===== config.mk =====
export PLATFORM = sky130hd
export DESIGN_NAME = kwm_minsel
export DESIGN_NICKNAME = d
export VERILOG_FILES = /design/src/sv/kwm_pkg.sv /design/src/sv/kwm_minsel.sv
export SDC_FILE = /design/constraint.sdc
export NUM_CORES = 1
export LEC_CHECK = 0
export BUFFER_PORTS_ARGS = -buffer_cell sky130_fd_sc_hd__buf_4
export CAP_MARGIN = 0
export CORE_MARGIN = 2
export CORE_UTILIZATION = 35
export DETAILED_ROUTE_END_ITERATION = 10
export MAX_ROUTING_LAYER = met4
export PLACE_DENSITY = 0.61
export SYNTH_ARGS = -nofsm -noshare
export SYNTH_HDL_FRONTEND = slang
export SYNTH_SLANG_ARGS = --single-unit

===== constraint.sdc =====
create_clock -name i_clk -period 4.1 [get_ports i_clk]
set_input_delay 0.205 -clock i_clk [delete_from_list [all_inputs] [get_ports i_clk]]
set_output_delay 0.205 -clock i_clk [all_outputs]
set_load 0.02 [all_outputs]

===== src/sv/kwm_pkg.sv =====
// Shared types and constants for the k-way sorted merge core.
package kwm_pkg;

    // Sizing
    localparam int LISTS  = 8;
    localparam int DEPTH  = 64;
    localparam int LIST_W = $clog2(LISTS);
    localparam int SLOT_W = $clog2(DEPTH);
    localparam int HEAD_W = $clog2(DEPTH + 1);
    localparam int WORDS  = LISTS << SLOT_W;
    localparam int ADDR_W = LIST_W + SLOT_W;
    localparam int IDX_W  = 3;
    localparam int DATA_W = 32;

    // Item modes
    localparam logic [1:0] MODE_APPEND = 2'd0;
    localparam logic [1:0] MODE_POP    = 2'd1;
    localparam logic [1:0] MODE_CLEAR  = 2'd2;

    // Result status codes
    localparam logic [1:0] STAT_OK    = 2'd0;
    localparam logic [1:0] STAT_EMPTY = 2'd1;
    localparam logic [1:0] STAT_FULL  = 2'd2;

    typedef struct packed {
        logic [1:0]              mode;
        logic [IDX_W-1:0]        list_index;
        logic signed [DATA_W-1:0] value;
    } t_in_item;

    typedef struct packed {
        logic signed [DATA_W-1:0] result_value;
        logic [1:0]               status;
    } t_out_item;

    // Pointer table update command
    typedef struct packed {
        logic              clear;
        logic              fill_inc;
        logic              head_wr;
        logic [LIST_W-1:0] head_idx;
        logic [HEAD_W-1:0] head_val;
    } t_ptr_cmd;

    // One candidate head entering the compare stage
    typedef struct packed {
        logic              valid;
        logic [LIST_W-1:0] idx;
        logic [HEAD_W-1:0] head;
    } t_cand;

    // Running minimum over the scan
    typedef struct packed {
        logic                     found;
        logic [LIST_W-1:0]        idx;
        logic [HEAD_W-1:0]        head;
        logic signed [DATA_W-1:0] value;
    } t_best;

    typedef enum logic [1:0] {
        ST_IDLE,
        ST_SCAN,
        ST_DRAIN,
        ST_FIN
    } t_state;

endpackage


===== src/sv/kwm_minsel.sv =====
// Shared signed comparator tracking the smallest head over a scan.
module kwm_minsel
    import kwm_pkg::*;
(
    input  logic              i_clk,
    input  logic              i_rst_n,
    input  logic              i_start,
    input  t_cand             i_cand,
    input  logic [DATA_W-1:0] i_rdata,
    output t_best             o_best
);

    logic                     r_found;
    logic [LIST_W-1:0]        r_idx;
    logic [HEAD_W-1:0]        r_head;
    logic signed [DATA_W-1:0] r_value;
    logic                     take;

    // Strict less-than keeps the lowest list index on ties
    assign take = i_cand.valid && (!r_found || ($signed(i_rdata) < r_value));

    always_ff @(posedge i_clk) begin
        if (!i_rst_n || i_start) begin
            r_found <= 1'b0;
        end else if (take) begin
            r_found <= 1'b1;
        end
    end

    always_ff @(posedge i_clk) begin
        if (take) begin
            r_idx   <= i_cand.idx;
            r_head  <= i_cand.head;
            r_value <= $signed(i_rdata);
        end
    end

    assign o_best.found = r_found;
    assign o_best.idx   = r_idx;
    assign o_best.head  = r_head;
    assign o_best.value = r_value;

endmodule


-- After elaboration in Yosys (flattened, before gate mapping)
Cells that the tools add are included.
- reduce and logical (&&, ||, !) cells: 5
- magnitude comparators: 1
- operator list (cell ; number):
    $lt 32x32->1 ; 1
    $logic_not 1->1 ; 2
    $logic_or 1x1->1 ; 2
    $logic_and 1x1->1 ; 1
- register bits after elaboration: 43
- word-level logic and storage cells: 10

-- Longest topological paths before layout
- depth in word-level cells: 3
- gate-level depth with buffers: 7

-- Worst setup path after synthesis
No wires, ideal clock.
- path type: register -> register
- from: register r_value[30]
- to: register r_head[0] (enable)
- stages on the path, launching flop included: 8
- setup slack: -0.518 ns
- period minus slack after synthesis: 4.618 ns
- data arrival time: 4.140 ns
- setup time: 0.478 ns
- cells stage by stage: edfxtp_1 inv_1 ha_1 a21oi_1 nand2_1 a221oi_1 a21boi_0 a2111oi_2
- word-level cells in the longest chain between the ends: 3
- RTL lines (item ; line ; text):
    start: declaration ; kwm_minsel.sv:16 ; logic signed [DATA_W-1:0] r_value;
    start signal: assignment ; kwm_minsel.sv:34 ; r_value <= $signed(i_rdata);
    $lt 32x32->1 ; kwm_minsel.sv:20 ; assign take = i_cand.valid && (!r_found || ($signed(i_rdata) < r_value));
    $logic_or 1x1->1 ; kwm_minsel.sv:20 ;
    $logic_and 1x1->1 ; kwm_minsel.sv:20 ;
    via take ; kwm_minsel.sv:17 ; logic take;
    end signal: assignment ; kwm_minsel.sv:33 ; r_head <= i_cand.head;
    end: declaration ; kwm_minsel.sv:15 ; logic [HEAD_W-1:0] r_head;
The timed path passes the listed nets, and every way through them passes these cells.
A chain may end at the register's enable or synchronous reset.

-- Worst setup path after layout
- from: register r_value[17]
- to: register r_value[22] (enable)
- word-level cells in the longest chain between the ends: 3
- RTL lines (item ; line):
    $lt 32x32->1 ; kwm_minsel.sv:20
    $logic_or 1x1->1 ; kwm_minsel.sv:20
    $logic_and 1x1->1 ; kwm_minsel.sv:20
    via take ; kwm_minsel.sv:17
The timed path passes the listed nets, and every way through them passes these cells.

==> flow_summary.ini <==
[floorplan]
die-area_um2 = 6710
chipHeight_um = 81.9
fp-row-count = 28
ios = 89
dieWidth_um = 81.9
design.core.area_um2 = 5890
floorplan.initialDensity = 0.361

[synth]
synth.lib_cells_used.distinct = 26
post-synth-top-area-fraction = 0.593
synthArstFlopShare = 0
mapped_area_um2 = 2130
synth_area_leaders = edfxtp_1 (59%), ha_1 (18%), inv_1 (5.8%)
synth-seq-area-share = 0.603
synthesis.yosys.warnings = 0
synth_edf_count = 42
synth_area_per_cell_um2 = 13.0
netlist.top_cell.by_area = edfxtp_1
ffs_latches_synth = 43
syn-num-nets = 240
postSynth.topFlopCell = edfxtp_1
synthesis.instances = 163

[sta]
timing.final.hold_violations = 0
report.final.setup_viol = 0
max_slew.worst_pin.slew_ns = 0.821
setup_total_negative_slack_ns = 0
post_route_minimum_period_ns = 2.90
rsz_0062_raised_after_global_routing = false
fmax_mhz = 345
setup_slack_ns = 1.20
layout_worst_path_cycle_share = 0.707
slew_headroom = 0.452
hold_slack_ns = 0.0697
slew_viol_final = 0
skew_ns = 0.00455

[power_and_ir_drop]
power_frac_clock = 0.343
p_sw_uw = 257
pwr_density_cell_nw_per_um2 = 366
maximum_resistive_drop_on_vdd_mv = 0.191
power_frac_seq = 0.476
p_int_uw = 856
p_leak_nw = 1.44
share_comb_of_total_power = 0.181
switching_share = 0.231

[final_layout]
finalNetCount = 335
layout-area-overhead-vs-synth_pct = 42.9
finish.utilization = 0.516
final_design_area_no_fill_um2 = 3040
count_of_filler_cells_inserted_in_the_layout = 555
antennaDiodeCount = 0
post_route_cells_drive_above_1_share = 0.378

[detailed_routing]
drt-total-wl_um = 4210
drt.antenna.violating_nets = 0
routed_via_density = 4.52
first_iter_violations = 16
wl_per_cell_um = 12.6
route.vias.total = 1510
drtPass1Iterations = 4
drt_drc_violations_left = 0

[hold_path]
timing.hold.worst.class = input pin to register

[critical_path]
crit_arrival_ns = 2.88
critical_path.startpoint_type = register
timing.rr.start = r_value[17]$_DFFE_PP_
timing_worst_setup_path_type = register to register
critical_path_origin = r_value[17]$_DFFE_PP_
critPathRequiredTime_ns = 4.09
setup_crit_end = r_value[22]$_DFFE_PP_
ff2ff_setup_slack_ns = 1.20
worst_setup_path_end_kind = register
crit_fanout = 33
worstRegToRegCells = 8
rr_endpoint = r_value[22]$_DFFE_PP_

[cts]
post-cts-setup-buffers = 0
clk_root_buffer_cell = clkbuf_8
cts_buf_count = 5
cts_buffer_depth = 2
numClockSinks = 43
cts_hold_buffers = 0
cts_resized = 0
clkLatencyLatePin_ns = 0.29
tritoncts = built
worst_setup_hold_path_clk_slew_ns = 0.08
htree_num_levels = 2

[grt]
grt_first_pass_wirelength_um = 6600
number_of_antenna_violations_at_the_first_check_in_global_routing = 0
grt_util_all_layers = 0.134
grt_max_degree = 34
globalRouteOverflowTotal = 0
grt_pass1_vias = 1471

[run_status]
run_status = finished, final reports clean

[place]
gp_congestion = 0.795
post_dp_cell_area_um2 = 2910
detailedPlace.worstSlack_ns = 1.19
dp_hpwl_um = 3420
i_o_buffers = 88

[run]
drv.max_cap_violation_count = 0
cells in the final DEF, fill, tap and decap left out, drive strengths merged:
cell	instances
buf	89
edfxtp	42
inv	33
ha	31
a21oi	14
nand2	9
o21ai	7
clkbuf	6
nand4	4
nor2	4
and4	2
bufinv	2
nand2b	2
or4	1
a2111o	1
a31o	1
o2bb2ai	1
and2	1
nand3	1
nor3	1
a221oi	1
a22oi	1
a21boi	1
and4b	1
a2111oi	1
nor3b	1
dfxtp	1
power groups by stage:
stage / sequential (mW) / combinational (mW) / clock, mW
detailed placement: 0.540 / 0.206 / 0
finish: 0.529 / 0.202 / 0.382
CTS: 0.530 / 0.206 / 0.399
global placement: 0.539 / 0.203 / 0
floorplan: 0.574 / 0.0698 / 0
global route: 0.534 / 0.227 / 0.414
logic make-up after synthesis:
| kind of cell | Yosys count | synth area share |
|---|---|---|
| buffers and inverters | 34 | 0.0618 |
| AOI/OAI and AO/OA | 28 | 0.0812 |
| DFF | 43 | 0.603 |
| adders and majority gates | 31 | 0.182 |
| and+or+nand+nor | 27 | 0.0718 |
worst max-delay path: stages, from the launching register on:
cell and delay (ns):
edfxtp_1 0.40, inv_1 0.07, ha_1 0.23, a21oi_1 0.15, o21ai_0 0.12, a221oi_1 0.29, a21boi_0 0.21, a2111oi_4 0.80
buf_12 0.29
final cells by class:
cell class | count | area [µm²] | area share
flip-flops and latches | 43 | 1280 | 0.422
multi-input cells | 86 | 726 | 0.239
repair buffers | 89 | 681 | 0.224
inverters | 33 | 124 | 0.0408
well taps | 75 | 93.8 | 0.0309
clock buffers | 6 | 72.6 | 0.0239
clock inverters | 2 | 60.1 | 0.0198
how the worst min path moves through the flow:
stage / startpoint / end / slack (ns) / depth (start not counted)
2_1_floorplan: i_start / r_found$_SDFFE_PP0P_ / 0.28 / 1
3_3_place_gp: i_start / r_found$_SDFFE_PP0P_ / 0.37 / 2
3_5_place_dp: i_start / r_found$_SDFFE_PP0P_ / 0.37 / 2
4_1_cts: i_start / r_found$_SDFFE_PP0P_ / 0.06 / 2
5_1_grt: i_start / r_found$_SDFFE_PP0P_ / 0.05 / 2
6_report: i_start / r_found$_SDFFE_PP0P_ / 0.07 / 2
synthesized netlist by cell type (2+ instances only):
cell type and number:
a21oi_1 14, and4_1 2, edfxtp_1 42, ha_1 31, inv_1 33, nand2_1 9
nand4_1 4, nor2_1 4, o21ai_0 7
through the flow:
stage          total power [mW]  cells
2_1_floorplan             0.644    163
3_3_place_gp              0.743    326
3_5_place_dp              0.746    326
4_1_cts                    1.14    334
5_1_grt                    1.17    334
6_report                   1.11    334
flip-flops by register name, summed over array words and instances, names as in the netlist:
| register | count |
|---|---|
| r_idx | 3 |
| r_found | 1 |
| r_value | 32 |
| r_head | 7 |
metal layers:
| metal | wire length [µm] | track usage | vias up | share of wire |
|---|---|---|---|---|
| met3 | 403 | 0.0495 | 2 | 0.096 |
| li1 | - | - | 775 | - |
| met1 | 1940 | 0.174 | 672 | 0.46 |
| met4 | 20 | 0.0400 | 0 | 0.0047 |
| met2 | 1850 | 0.194 | 61 | 0.44 |
| met5 | 0 | - | - | 0 |
No activity file was read; power rests on OpenSTA's default activity.
