--- src/sv/kwm_pkg.sv ---
// Shared types and constants for the k-way sorted merge core.
package kwm_pkg;

    // Sizing
    localparam int LISTS  = 8;
    localparam int DEPTH  = 64;
    localparam int LIST_W = $clog2(LISTS);
    localparam int SLOT_W = $clog2(DEPTH);
    localparam int HEAD_W = $clog2(DEPTH + 1);
    localparam int WORDS  = LISTS << SLOT_W;
    localparam int ADDR_W = LIST_W + SLOT_W;
    localparam int IDX_W  = 3;
    localparam int DATA_W = 32;

    // Item modes
    localparam logic [1:0] MODE_APPEND = 2'd0;
    localparam logic [1:0] MODE_POP    = 2'd1;
    localparam logic [1:0] MODE_CLEAR  = 2'd2;

    // Result status codes
    localparam logic [1:0] STAT_OK    = 2'd0;
    localparam logic [1:0] STAT_EMPTY = 2'd1;
    localparam logic [1:0] STAT_FULL  = 2'd2;

    typedef struct packed {
        logic [1:0]              mode;
        logic [IDX_W-1:0]        list_index;
        logic signed [DATA_W-1:0] value;
    } t_in_item;

    typedef struct packed {
        logic signed [DATA_W-1:0] result_value;
        logic [1:0]               status;
    } t_out_item;

    // Pointer table update command
    typedef struct packed {
        logic              clear;
        logic              fill_inc;
        logic              head_wr;
        logic [LIST_W-1:0] head_idx;
        logic [HEAD_W-1:0] head_val;
    } t_ptr_cmd;

    // One candidate head entering the compare stage
    typedef struct packed {
        logic              valid;
        logic [LIST_W-1:0] idx;
        logic [HEAD_W-1:0] head;
    } t_cand;

    // Running minimum over the scan
    typedef struct packed {
        logic                     found;
        logic [LIST_W-1:0]        idx;
        logic [HEAD_W-1:0]        head;
        logic signed [DATA_W-1:0] value;
    } t_best;

    typedef enum logic [1:0] {
        ST_IDLE,
        ST_SCAN,
        ST_DRAIN,
        ST_FIN
    } t_state;

endpackage

--- src/sv/kwm_ptrs.sv ---
// Per-list fill and head counters with one shared read index.
module kwm_ptrs
    import kwm_pkg::*;
(
    input  logic              i_clk,
    input  logic              i_rst_n,
    input  logic [LIST_W-1:0] i_rd_idx,
    input  t_ptr_cmd          i_cmd,
    output logic [HEAD_W-1:0] o_fill,
    output logic [HEAD_W-1:0] o_head
);

    logic [HEAD_W-1:0] r_fill [LISTS];
    logic [HEAD_W-1:0] r_head [LISTS];
    logic              in_range;

    assign in_range = (32'(i_rd_idx) < LISTS);

    // Index codes beyond the list count read as empty
    assign o_fill = in_range ? r_fill[i_rd_idx] : '0;
    assign o_head = in_range ? r_head[i_rd_idx] : '0;

    always_ff @(posedge i_clk) begin
        if (!i_rst_n || i_cmd.clear) begin
            for (int l = 0; l < LISTS; l++) begin
                r_fill[l] <= '0;
                r_head[l] <= '0;
            end
        end else begin
            // Append bumps the fill of the list being read
            if (i_cmd.fill_inc && in_range) begin
                r_fill[i_rd_idx] <= r_fill[i_rd_idx] + HEAD_W'(1);
            end
            if (i_cmd.head_wr) begin
                r_head[i_cmd.head_idx] <= i_cmd.head_val;
            end
        end
    end

endmodule

--- config.mk ---
export PLATFORM = sky130hd
export DESIGN_NAME = kwm_ptrs
export DESIGN_NICKNAME = d
export VERILOG_FILES = /design/src/sv/kwm_pkg.sv /design/src/sv/kwm_ptrs.sv
export SDC_FILE = /design/constraint.sdc
export NUM_CORES = 1
export LEC_CHECK = 0
export BUFFER_PORTS_ARGS = -buffer_cell sky130_fd_sc_hd__buf_2
export CAP_MARGIN = 15
export CORE_AREA = 2 2 156 82
export CTS_CLUSTER_DIAMETER = 50
export CTS_CLUSTER_SIZE = 10
export DETAILED_ROUTE_END_ITERATION = 6
export DIE_AREA = 0 0 158 84
export PLACE_DENSITY = 0.69
export SLEW_MARGIN = 20
export SYNTH_ARGS = -nofsm -noshare
export SYNTH_HDL_FRONTEND = slang
export SYNTH_SLANG_ARGS = --single-unit
--- constraint.sdc ---
create_clock -name i_clk -period 4.75 [get_ports i_clk]
set_input_delay 0.2375 -clock i_clk [delete_from_list [all_inputs] [get_ports i_clk]]
set_output_delay 0.2375 -clock i_clk [all_outputs]
set_load 0.02 [all_outputs]
**After elaboration in Yosys (flattened, before gate mapping)**

Memory sizes are Yosys's and may differ from the RTL's.
Index checks and enable logic that the tools add are counted.

- Memories kept: 2
- Bits in writable memories: 112
- Bits in latches: 0
- Logic and storage cells: 21
- Memory bits (read-only): 0
- Flip-flop bits (word level): 0
- Output and inout port bits: 14

- Multipliers: 0
- Muxes and demuxes: 14
- Reductions and logical operators: 4
- Divide/modulo/power cells: 0
- Shift-type cells: 0
- Equality and inequality tests: 0
- Bitwise gates (word level): 0
- Add/sub/neg operators: 1
- Order comparisons: 0

Memory list:

| memory | depth | width | read ports | clocked after memory_dff | write ports | line | RTL |
|---|---|---|---|---|---|---|---|
| r_fill | 8 | 7 | 1 | 0 | 8 | kwm_ptrs.sv:13 | `logic [HEAD_W-1:0] r_fill [LISTS];` |
| r_head | 8 | 7 | 1 | 0 | 8 | kwm_ptrs.sv:14 | `logic [HEAD_W-1:0] r_head [LISTS];` |

Operators by type and width:

| operator | count |
|---|---|
| $mux W7 | 2 |
| $reduce_or A7 Y1 | 2 |
| $mux W1 | 10 |
| $add A7 B1 Y7 const B | 1 |
| $mux W3 | 2 |
| $logic_not A1 Y1 | 1 |
| $logic_or A1 B1 Y1 | 1 |

**Logic depth before layout (Yosys ltp)**

- Depth in word-level cells: 6
- Mapped depth: 10
- Gate-level depth less buffers: 6

**Worst setup path after synthesis**

Ideal clock, no wire load.

- Path kind: input to register
- From: input i_rd_idx[0]
- To: memory r_fill[0][6] in the netlist's numbering, data pin
- Path slack: 2316 ps
- Required time: 4475 ps
- Cell stages on the path: 8
- Arrival: 2159 ps
- Cells stage by stage: buf_2 buf_2 buf_2 mux2_2 ha_1 o2111ai_4 a211oi_4 mux2i_1

RTL lines:

| item | line | RTL |
|---|---|---|
| from (decl) | kwm_ptrs.sv:7 | `input logic [LIST_W-1:0] i_rd_idx,` |
| to (decl) | kwm_ptrs.sv:13 |  |

**Worst setup path in the final report**

- From: input i_rd_idx[1]
- To: output o_fill[3]

- Word-level cells in the longest chain between the ends: 1

RTL lines:

| item | line | RTL |
|---|---|---|
| $mem_v2 Z8 W7 | n/a |  |
| to (decl) | kwm_ptrs.sv:9 | `output logic [HEAD_W-1:0] o_fill,` |

No other way between the ends.

==> impl_metrics.env <==
export IMPL_ys_ff_latch=112
export IMPL_port_buffers=31
export IMPL_clock_fmax_ghz=0.358
export IMPL_die_y_um=84
export IMPL_ys_flop_type="edfxtp_1"
export IMPL_critical_path_max_fanout=28
export IMPL_syn_nets=453
export IMPL_cts_setup_buffers=0
export IMPL_clk_insertion_delay_late_ns=0.35
export IMPL_numCtsBuffers=9
export IMPL_grt_usage_pct=22.5
export IMPL_finalSetupViolations=0
export IMPL_drt_wirelength_per_cell_um=22.2
export IMPL_timing_rr_start="r_fill[4][0]"
export IMPL_num_rows=29
export IMPL_yosysTopAreaCellShare_pct=58.1
export IMPL_synthToLayoutAreaGrowth_pct=10.3
export IMPL_tightest_slew_ns=0.891
export IMPL_endpoint_kind="output port"
export IMPL_synth_cells=434
export IMPL_crit_arrival_ns=2.56
export IMPL_cts_buffer_depth=2
export IMPL_grt_start_max_net_pins=36
export IMPL_avgSynthCellArea_sq_um=13.3
export IMPL_vias_per_cell=5.84
export IMPL_grt_overflow_total=0
export IMPL_grt_pass1_wl_um=21400
export IMPL_dr_total_vias=3732
export IMPL_yosysMostFrequentCell="edfxtp_1"
export IMPL_start_util_pct=47.8
export IMPL_first_pass_iters=5
export IMPL_dieArea_sq_um=13300
export IMPL_synth_edf_count=112
export IMPL_nets=484
export IMPL_ys_types=56
export IMPL_cts_max_level=3
export IMPL_path_clk_slew_ns=0.07
export IMPL_rsz0062_at_grt="false"
export IMPL_holdBufCountCts=0
export IMPL_peakVddDrop_mv=0.217
export IMPL_place_congestion=0.920
export IMPL_drt_iter0_drc=359
export IMPL_root_buffer="clkbuf_16"
export IMPL_fin_crit_ns=2.79
export IMPL_stdcell_count=639
export IMPL_status="complete, no violations"
export IMPL_drive_gt1_share_pct=23.0
export IMPL_drtAntennaViolNets=0
export IMPL_leakage_nw=2.39
export IMPL_antenna_found_initial=0
export IMPL_post_cts_resized=0
export IMPL_synth_common_cells="112 x edfxtp_1, 58 x and2_1, 42 x nand2_1"
export IMPL_fill_cells=1022
export IMPL_cts_tree="yes"
export IMPL_core_area_sq_um=12100
export IMPL_drv_cap=0
export IMPL_drc=0
export IMPL_ys_seq_area_share_pct=58.1
export IMPL_synth_area_leaders="edfxtp_1 58%, and2_1 6.3%, mux2i_1 4.1%, mux4_2 3.5%, mux4_1 2.7%"
export IMPL_fin_crit_sh_pct=58.8
export IMPL_num_antenna_cells=0
export IMPL_drt_total_wl_um=14200
export IMPL_syn_area_sq_um=5790
export IMPL_hp_start="i_cmd[4]"
export IMPL_critPathKind="input pin to output port"
export IMPL_dp_cells=624
export IMPL_crit_required_ns=4.51
export IMPL_crit_start="i_rd_idx[1]"
export IMPL_synth_warnings=0
export IMPL_die_w_um=158
export IMPL_max_slew_margin_pct=40.2
export IMPL_grt_pass1_vias=3574
export IMPL_tns_ns=0
export IMPL_hold_viol=0
export IMPL_synthArstFlopShare_pct=0
export IMPL_hp_class="input pin to flop"
export IMPL_cp_start_kind="input pin"
export IMPL_p_per_area_nw_per_um2=342
export IMPL_netlist_top_cell_by_area="edfxtp_1"
export IMPL_cts_sinks=112
export IMPL_clock_skew_ns=0.00690
export IMPL_ios=32
export IMPL_dp_hpwl_um=10200
export IMPL_slew_viol_final=0
[metal layers]
layer	track usage (%)	routed length [um]
met3	6.75	1300
met1	36.7	7010
met5	0	0
met4	4.83	150
met2	29.1	5760
[where the power goes]
| part | switching (W) | internal (W) |
|---|---|---|
| clock | 0.000339 | 0.000458 |
| sequential | 0.0000144 | 0.00113 |
| combinational | 0.000158 | 0.0000792 |
| total | 0.000512 | 0.00167 |
[cell usage in the layout (no fill, tap or decap), types with 2 or more instances in the layout]
master and count:
buf_2 31, and2b_4 2, nor2_2 10, and3_2 2
clkinv_1 2, o211ai_1 2, nand3_1 12, buf_4 8
o21ai_1 2, mux4_2 9, nor3_1 13, edfxtp_1 112
mux4_1 6, a22oi_1 4, nor2_1 34, nor2b_1 4
mux2i_1 24, mux2_2 12, inv_1 3, and2b_2 2
a21oi_1 3, o21a_1 3, o21ai_0 13, nand2b_1 7
and3_1 7, bufinv_16 2, a221o_1 2, mux2_4 2
a22oi_4 2, nand2_1 42, clkbuf_16 9, and2_1 58
[sequential cells by signal (all words and copies together) (netlist names)]
| signal | cells |
|---|---|
| r_fill | 56 |
| r_head | 56 |
[cell families (layout without fill, tap and decap cells)]
| kind of cell | Yosys count | after routing | synth area share [%] |
|---|---|---|---|
| AND/OR/NAND/NOR | 200 | 200 | 18.5 |
| flip-flops | 112 | 112 | 58.1 |
| multiplexers | 55 | 55 | 13.9 |
| AO/OA/AOI/OAI | 41 | 41 | 5.96 |
| buffers and inverters | 23 | 58 | 2.72 |
| XOR/XNOR | 2 | 2 | 0.627 |
| adder cells (fa/ha/maj) | 1 | 1 | 0.216 |
[through the flow]
step                      hold slack, ns  cell area (sq um)  worst slack, ns  power, W  util, %
after floorplan                    0.436               5790             2.32   0.00132        -
after global placement             0.622               6070             1.85   0.00140     50.1
after detailed placement           0.633               6070             1.78   0.00140     50.1
after CTS                          0.274               6380             1.98   0.00218     52.7
after global routing               0.290               6380             1.85   0.00224     52.7
final                              0.285               6380             1.96   0.00218     52.7
[path summary, 6_finish.rpt]
path	end	depth (start not counted)	slack (ns)
worst max-delay path	o_fill[3]	7	1.96
worst min-delay path	r_head[7][4]	2	0.28
worst max register to register	r_fill[4][2]	5	2.04
worst min register to register	r_fill[3][5]	5	1.03
[critical path, stage by stage]
cell and delay, ns:
buf_2 0.47, buf_4 0.44, mux2_4 0.33, mux4_2 0.53
nor2_2 0.26, inv_1 0.10, buf_2 0.17
[cell type report]
class                   instances  area, sq um  share of cell area [%]
multi-input cells             299         2270                    35.5
repair buffers                 39          215                    3.37
inverters                       4         15.0                   0.235
well taps                     170          213                    3.33
clock inverters                 6         85.1                    1.33
clock buffers                   9          225                    3.53
flip-flops and latches        112         3360                    52.7
(Power assumes the default switching activity.)
